$ cat config.mk
export PLATFORM = sky130hd
export DESIGN_NAME = hwfm_isqrt
export DESIGN_NICKNAME = d
export VERILOG_FILES = /design/src/rtl/core/hwfm_pkg.sv /design/src/rtl/core/hwfm_isqrt.sv
export SDC_FILE = /design/constraint.sdc
export NUM_CORES = 1
export LEC_CHECK = 0
export ABC_AREA = 1
export BUFFER_PORTS_ARGS = -buffer_cell sky130_fd_sc_hd__buf_4
export CAP_MARGIN = 10
export CORE_MARGIN = 1.5
export CORE_UTILIZATION = 53
export CTS_CLUSTER_DIAMETER = 150
export DETAILED_ROUTE_END_ITERATION = 10
export HOLD_SLACK_MARGIN = 0.06
export PLACE_DENSITY = 0.81
export SLEW_MARGIN = 40
export SYNTH_ARGS = -nofsm -noshare
export SYNTH_HDL_FRONTEND = slang
export SYNTH_SLANG_ARGS = --single-unit
$ cat constraint.sdc
create_clock -name clk -period 1.9 [get_ports clk]
set_input_delay 0.38 -clock clk [delete_from_list [all_inputs] [get_ports clk]]
set_output_delay 0.38 -clock clk [all_outputs]
set_load 0.005 [all_outputs]
$ cat src/rtl/core/hwfm_pkg.sv
package hwfm_pkg;

  localparam int MAG_W    = 24;
  localparam int RAD_W    = 2 * MAG_W;
  localparam int DATA_W   = 24;
  localparam int TW_W     = 18;
  localparam int SAMPLE_W = 16;
  localparam int HANN_W   = 17;
  localparam int BIN_W    = 6;
  localparam int CNT_W    = 4;
  localparam int SEL_W    = 3;
  localparam int CFG_IDX_W = 2;

  localparam logic [CFG_IDX_W-1:0] CFG_CHANNEL_COUNT  = 2'd0;
  localparam logic [CFG_IDX_W-1:0] CFG_CHANNEL_SELECT = 2'd1;

  localparam logic [CNT_W-1:0] CNT_RESET = 4'd2;
  localparam logic [CNT_W-1:0] CNT_MAX   = 4'd8;

  localparam longint Q30_ONE     = 64'sd1 << 30;
  localparam longint HALF_PI_Q30 = 64'sd1686629713;
  localparam logic [31:0] QUARTER_TURN = 32'h4000_0000;
  localparam longint COS_D12 = Q30_ONE * 132;
  localparam longint COS_D10 = Q30_ONE * 90;
  localparam longint COS_D8  = Q30_ONE * 56;
  localparam longint COS_D6  = Q30_ONE * 30;
  localparam longint COS_D4  = Q30_ONE * 12;
  localparam longint COS_D2  = Q30_ONE * 2;

  typedef enum logic [3:0] {
    ST_IDLE,
    ST_LOAD,
    ST_PAD,
    ST_BF_RD,
    ST_BF_MUL,
    ST_BF_ADD,
    ST_BF_WA,
    ST_BF_WB,
    ST_MAG_RD,
    ST_MAG_SQ,
    ST_MAG_SUM,
    ST_MAG_WAIT
  } hwfm_state_t;

  // Fixed-point cosine of a 32-bit turn fraction, Q16 result.
  // Elaboration only: builds the window and twiddle tables.
  function automatic logic signed [TW_W-1:0] cos_q16(input logic [31:0] phase);
    logic [1:0] quad;
    longint     frac;
    longint     x;
    longint     x2;
    longint     t;
    longint     mag;
    quad = phase[31:30];
    frac = longint'({34'd0, phase[29:0]});
    if (quad[0]) frac = Q30_ONE - frac;
    x  = (frac * HALF_PI_Q30) >>> 30;
    x2 = (x * x) >>> 30;
    t  = Q30_ONE;
    t  = Q30_ONE - (x2 * t) / COS_D12;
    t  = Q30_ONE - (x2 * t) / COS_D10;
    t  = Q30_ONE - (x2 * t) / COS_D8;
    t  = Q30_ONE - (x2 * t) / COS_D6;
    t  = Q30_ONE - (x2 * t) / COS_D4;
    t  = Q30_ONE - (x2 * t) / COS_D2;
    mag = (t < 0) ? -t : t;
    mag = (mag + 64'sd8192) >>> 14;
    if (quad == 2'd1 || quad == 2'd2) return -TW_W'(mag);
    return TW_W'(mag);
  endfunction

  function automatic logic signed [DATA_W-1:0] sat24(input logic signed [DATA_W+3:0] v);
    if (v > (DATA_W+4)'(2**(DATA_W-1) - 1)) return {1'b0, {(DATA_W-1){1'b1}}};
    if (v < -(DATA_W+4)'(2**(DATA_W-1)))    return {1'b1, {(DATA_W-1){1'b0}}};
    return v[DATA_W-1:0];
  endfunction

endpackage

$ cat src/rtl/core/hwfm_isqrt.sv
module hwfm_isqrt (
  input  logic                       clk,
  input  logic                       rst_n,
  input  logic                       start,
  input  logic [hwfm_pkg::RAD_W-1:0] radicand,
  output logic                       done,
  output logic [hwfm_pkg::MAG_W-1:0] root
);
  import hwfm_pkg::*;

  localparam int REM_W  = MAG_W + 3;
  localparam int ITER_W = $clog2(MAG_W);

  logic [RAD_W-1:0]  rad_r;
  logic [REM_W-1:0]  rem_r;
  logic [MAG_W-1:0]  root_r;
  logic [ITER_W-1:0] iter_r;
  logic              run_r;
  logic              done_r;
  logic [REM_W-1:0]  rem_sh;
  logic [REM_W-1:0]  trial;

  // one result bit per cycle, restoring
  assign rem_sh = {rem_r[REM_W-3:0], rad_r[RAD_W-1 -: 2]};
  assign trial  = {1'b0, root_r, 2'b01};

  always_ff @(posedge clk) begin
    if (!rst_n) begin
      run_r  <= 1'b0;
      done_r <= 1'b0;
      iter_r <= '0;
    end else begin
      done_r <= 1'b0;
      if (start) begin
        run_r  <= 1'b1;
        iter_r <= '0;
      end else if (run_r) begin
        iter_r <= iter_r + 1'b1;
        if (iter_r == ITER_W'(MAG_W - 1)) begin
          run_r  <= 1'b0;
          done_r <= 1'b1;
        end
      end
    end
  end

  always_ff @(posedge clk) begin
    if (start) begin
      rad_r  <= radicand;
      rem_r  <= '0;
      root_r <= '0;
    end else if (run_r) begin
      rad_r <= {rad_r[RAD_W-3:0], 2'b00};
      if (rem_sh >= trial) begin
        rem_r  <= rem_sh - trial;
        root_r <= {root_r[MAG_W-2:0], 1'b1};
      end else begin
        rem_r  <= rem_sh;
        root_r <= {root_r[MAG_W-2:0], 1'b0};
      end
    end
  end

  assign done = done_r;
  assign root = root_r;

endmodule

# After elaboration in Yosys (flattened, before gate mapping)
# Index checks and enable logic that the tools add are counted.
# Widths: inputs -> output; s select.
dict set report totals {
  register_bits 104
  in_bits 51
  output_inout_bits 25
  wordCells 23
}
dict set report op_classes {
  addsub 2
  order_cmp 1
  eq_ne 1
  n_mux 8
  n_bitwise 2
  n_reduce_logical 3
}
# op n
set op_table {}
lappend op_table {{$mux 48} 2}
lappend op_table {{$ge 27x26->1} 1}
lappend op_table {{$mux 25} 1}
lappend op_table {{$sub 25x25->25} 1}
lappend op_table {{$add 5x1->5 const B} 1}
lappend op_table {{$eq 5x5->1 const B} 1}
lappend op_table {{$mux 1} 5}
lappend op_table {{$reduce_or 3->1} 1}
lappend op_table {{$not 1->1} 2}
lappend op_table {{$reduce_bool 2->1} 1}
lappend op_table {{$reduce_or 2->1} 1}

# Longest topological paths before layout
dict set report logic_depth {
  depth_word 4
  ltp_mapped 16
  depth_no_buf 16
}

# Worst setup path after synthesis
# No wires, ideal clock.
dict set report synth_path {
  path_type {register -> register}
  startpoint {register root_r[16] (netlist: root[16])}
  endpoint {register rem_r[11]}
  setup_time_ns 0.122
  arrival_ns 1.772
  required_time_ns 1.778
  path_slack_ns 0.006
  stages_incl_launch_ff 14
  path_buffers 1
  synth_period_minus_slack_ns 1.894
  path_cell_list {dfxtp_1 -> inv_1 -> ha_1 -> nand2_1 -> inv_1 -> nand2_1 -> nand2_1 -> inv_1 -> nand2_2 -> a21oi_4 -> nand3_4 -> buf_4 -> o211ai_1 -> o21ai_1}
}
dict set report synth_between {
  elab_chain_len 2
}
# element line
set synth_rtl {}
lappend synth_rtl {{start: declaration} hwfm_isqrt.sv:16} ;# logic [MAG_W-1:0] root_r;
lappend synth_rtl {{start signal: assignment} hwfm_isqrt.sv:56} ;# root_r <= {root_r[MAG_W-2:0], 1'b1};
lappend synth_rtl {{start signal: assignment} hwfm_isqrt.sv:59} ;# root_r <= {root_r[MAG_W-2:0], 1'b0};
lappend synth_rtl {{$ge 27x26->1} hwfm_isqrt.sv:54} ;# if (rem_sh >= trial) begin
lappend synth_rtl {{$mux 25} hwfm_isqrt.sv:54}
lappend synth_rtl {{end signal: assignment} hwfm_isqrt.sv:55} ;# rem_r <= rem_sh - trial;
lappend synth_rtl {{end signal: assignment} hwfm_isqrt.sv:58} ;# rem_r <= rem_sh;
lappend synth_rtl {{end: declaration} hwfm_isqrt.sv:15} ;# logic [REM_W-1:0] rem_r;
# Every way passes these cells.
# A chain may end at the register's enable or synchronous reset.

# Worst setup path in the final report
dict set report layout_path {
  startpoint {register root_r[14] (netlist: root[14])}
  endpoint {register rem_r[7]}
}
# Same word-level chain as after synthesis.

==> impl_metrics.ini <==
[pwr]
switchingPower_mw = 9.52
p_total_mw = 18.4
p_per_area_nw_per_um2 = 2100
p_clk_share_pct = 7.4
p_seq_share_pct = 15.9
ir_worst_vdd_v = 0.00142
p_comb_share_pct = 76.7
switching_share_pct = 51.6
p_leak_nw = 4.21
p_int_mw = 8.92

[worst_setup_path]
path_buf_inv = 3
cp_top_family = simple AND/OR/NAND/NOR gates
critPathMaxFanout = 7
critPathLaunchType = flip-flop
cp_data_required_time_ps = 2250
ff2ff_setup_slack_ps = -290
cp_cell_sequence = inv_2, ha_4, nand2_1, nand2_1, nand2_1, nand2_2, inv_2, nand2_2, a21oi_4, nand3_4, buf_8, a21oi_1, o21ai_1, nand2_1
cpMaxStageDelayCell = dfxtp_2
critical-path-max-stage-delay_ps = 350
crit_path_frequent_cell = nand2_1
critical_path.endpoint_type = flip-flop
r2r_cells = 14
crit_arrival_ps = 2540
critical_path_class = reg -> reg
crit_cells = 14

[sta]
period_share_pct = 115
fmax_mhz = 457
setup_violations = 26
slew_violations = 0
slew_headroom_pct = 62.7
hold_viol = 0
rsz0062_at_grt = yes
fin_crit_ps = 2190
worstMarginPinSlew_ps = 559
fin_skew_ps = 18.8
fin_ws_ps = -289

[worst_hold_path]
min_path_cells = 3
hold_path_class = in -> reg

[route]
initialDrtViolationCount = 833
wl_per_cell_um = 17.9
postRouteAntennaNets = 0
drc = 0
num_vias = 6663
vias_per_cell = 5.66
routed_wl_mm = 21.1
dr.pass1.iters = 5

[synthesis]
synthTopCellsByArea = edfxtp_1 (24%), nand2_1 (20%), dfxtp_1 (19%)
synth_area_um2 = 5920
yosys_warnings = 0
yosysTopAreaCellShare_pct = 24.4
synthArstFlopShare_pct = 0
netlist-cell-type-count = 39
yosys.area.top_type = edfxtp_1
synth_nets = 894
synthFlopType = dfxtp_1
synth_edf_count = 48
syn_area_per_cell_um2 = 7.25
ys_seq_area_share_pct = 43.3
synth-seq-cells = 104
synth_cells = 816

[die]
die_width_um = 109
die_h_um = 109
die_area_um2 = 11800
io_pins = 76
coreArea_um2 = 10800
start_util_pct = 54.6
row_count = 38

[global_route]
grt_first_pass_wirelength_mm = 28.2
globalRouteOverflowTotal = 0
grt_max_degree = 55
antenna_found_initial = 0
grt_use_total_pct = 30.9
grt_pass1_vias = 6132

[final_layout]
layout-drive-gt1-share_pct = 43.8
nets = 1110
n_fill_cell = 584
final_cells = 1177
multiInputGateArea_um2 = 3660
area_growth_pct = 48.8
diodes = 0
regArea_um2 = 2600

[clock_tree]
h-tree-depth = 3
cts-root-buf = clkbuf_8
clock_latency_ps = 400
cts_max_path_buffers = 2
cts_tree = yes
cts_buffers = 9
cts.sinks = 104
cts.reportedPaths.clkPinSlew_ps = 120

[flow_run]
maxCapViolCount = 0

[placed_design]
io_buffers = 75
gp_congestion = 0.958
dp_hpwl_mm = 11.2
dp_cells = 1129

[outcome]
violations = setup timing
status = finished, violations left
==> logic make-up after synthesis <==
group / count (synthesis) / share of synthesized area [%]
AO/OA/AOI/OAI: 97 / 9.56
adder cells (fa/ha/maj): 27 / 5.71
XOR/XNOR: 15 / 2.22
AND/OR/NAND/NOR: 436 / 30.2
buffers and inverters: 137 / 8.95
flip-flops: 104 / 43.3
==> cell usage after synthesis, types with 2 or more instances <==
cell type,number
nand2_1,313
inv_1,113
nor2_1,62
dfxtp_1,56
edfxtp_1,48
a21oi_1,33
ha_1,27
o22ai_1,23
nand3_1,20
clkbuf_1,17
o21ai_0,16
o21bai_1,9
nand2_2,8
nor2_2,8
o21ai_1,8
xor2_1,8
nand4_1,7
xnor2_1,7
nor3_1,6
buf_2,3
o211ai_1,3
nand3_2,2
nand3b_1,2
or2_0,2
==> area by class of cell <==
type | instances | share of cell area [%]
Clock inverter | 6 | 0.555
Timing Repair Buffer | 226 | 20.0
Inverter | 114 | 4.91
Sequential cell | 104 | 29.5
Tap cell | 140 | 1.99
Clock buffer | 10 | 1.45
Multi-Input combinational cell | 577 | 41.6
==> final timing paths <==
| kind | endpoint | from |
|---|---|---|
| worst min-delay path | rad_r[1] | radicand[1] |
| worst max-delay path | rem_r[7] | root[14] |
| worst min register to register | iter_r[3] | iter_r[3] |
| worst max register to register | rem_r[7] | root[14] |
==> cell usage in the layout, fill, tap and decap left out, drive strengths merged, types with 2 or more instances in the layout <==
cell type	netlist	routed
a21oi	34	34
buf	6	226
clkbuf	17	10
clkinvlp	0	2
dfxtp	56	56
edfxtp	48	48
ha	27	27
inv	113	117
nand2	321	321
nand3	23	24
nand3b	2	2
nand4	8	9
nor2	71	71
nor3	6	6
o211ai	3	3
o21ai	25	25
o21bai	9	9
o22ai	23	23
or2	2	2
xnor2	7	7
xor2	8	8
==> registers in the layout (all words and copies together), names as in the netlist <==
register / cells
run_r: 1
rem_r: 25
root: 24
rad_r: 48
done: 1
iter_r: 5
==> worst min-delay path, stage by stage <==
cell     delay, ps
buf_4           80
nand2_1         40
inv_1           40
==> repair_timing <==
| item | in CTS | in global routing |
|---|---|---|
| pin swaps | 16 | 49 |
| hold buffers | 0 | 0 |
| gates cloned | 3 | 0 |
| gates resized for setup | 141 | 101 |
| buffers inserted | 15 | 16 |
| endpoints found under the setup margin | 26 | 26 |
==> power by group through the flow <==
stage | clock network [mW] | registers (mW) | logic (mW)
floorplan | 0 | 2.85 | 5.78
global placement | 0 | 2.86 | 8.69
detailed placement | 0 | 2.87 | 8.79
CTS | 1.35 | 2.90 | 11.3
global route | 1.45 | 2.96 | 14.9
finish | 1.36 | 2.94 | 14.1
==> stage by stage <==
stage	setup TNS, ps	worst slack [ps]	area [um2]	util [%]	hold WS (ps)
6_report	-5730	-289	8800	81.2	242
4_1_cts	-196	-37.7	8400	77.5	230
5_1_grt	-8180	-362	8800	81.2	238
3_5_place_dp	-3840	-221	7490	69.1	460
3_3_place_gp	-2660	-172	7490	69.1	458
2_1_floorplan	0	6.25	5920	-	440
==> routing by layer <==
layer  up-vias  part of all wire [%]  global-route usage [%]
met5         -                     0                       0
met4         0                   6.6                    17.1
met3       146                   9.6                    6.16
met2       464                    47                    52.6
met1      3030                    36                    36.7
li1       3023                     -                       -
No activity file was read; power rests on OpenSTA's default activity.
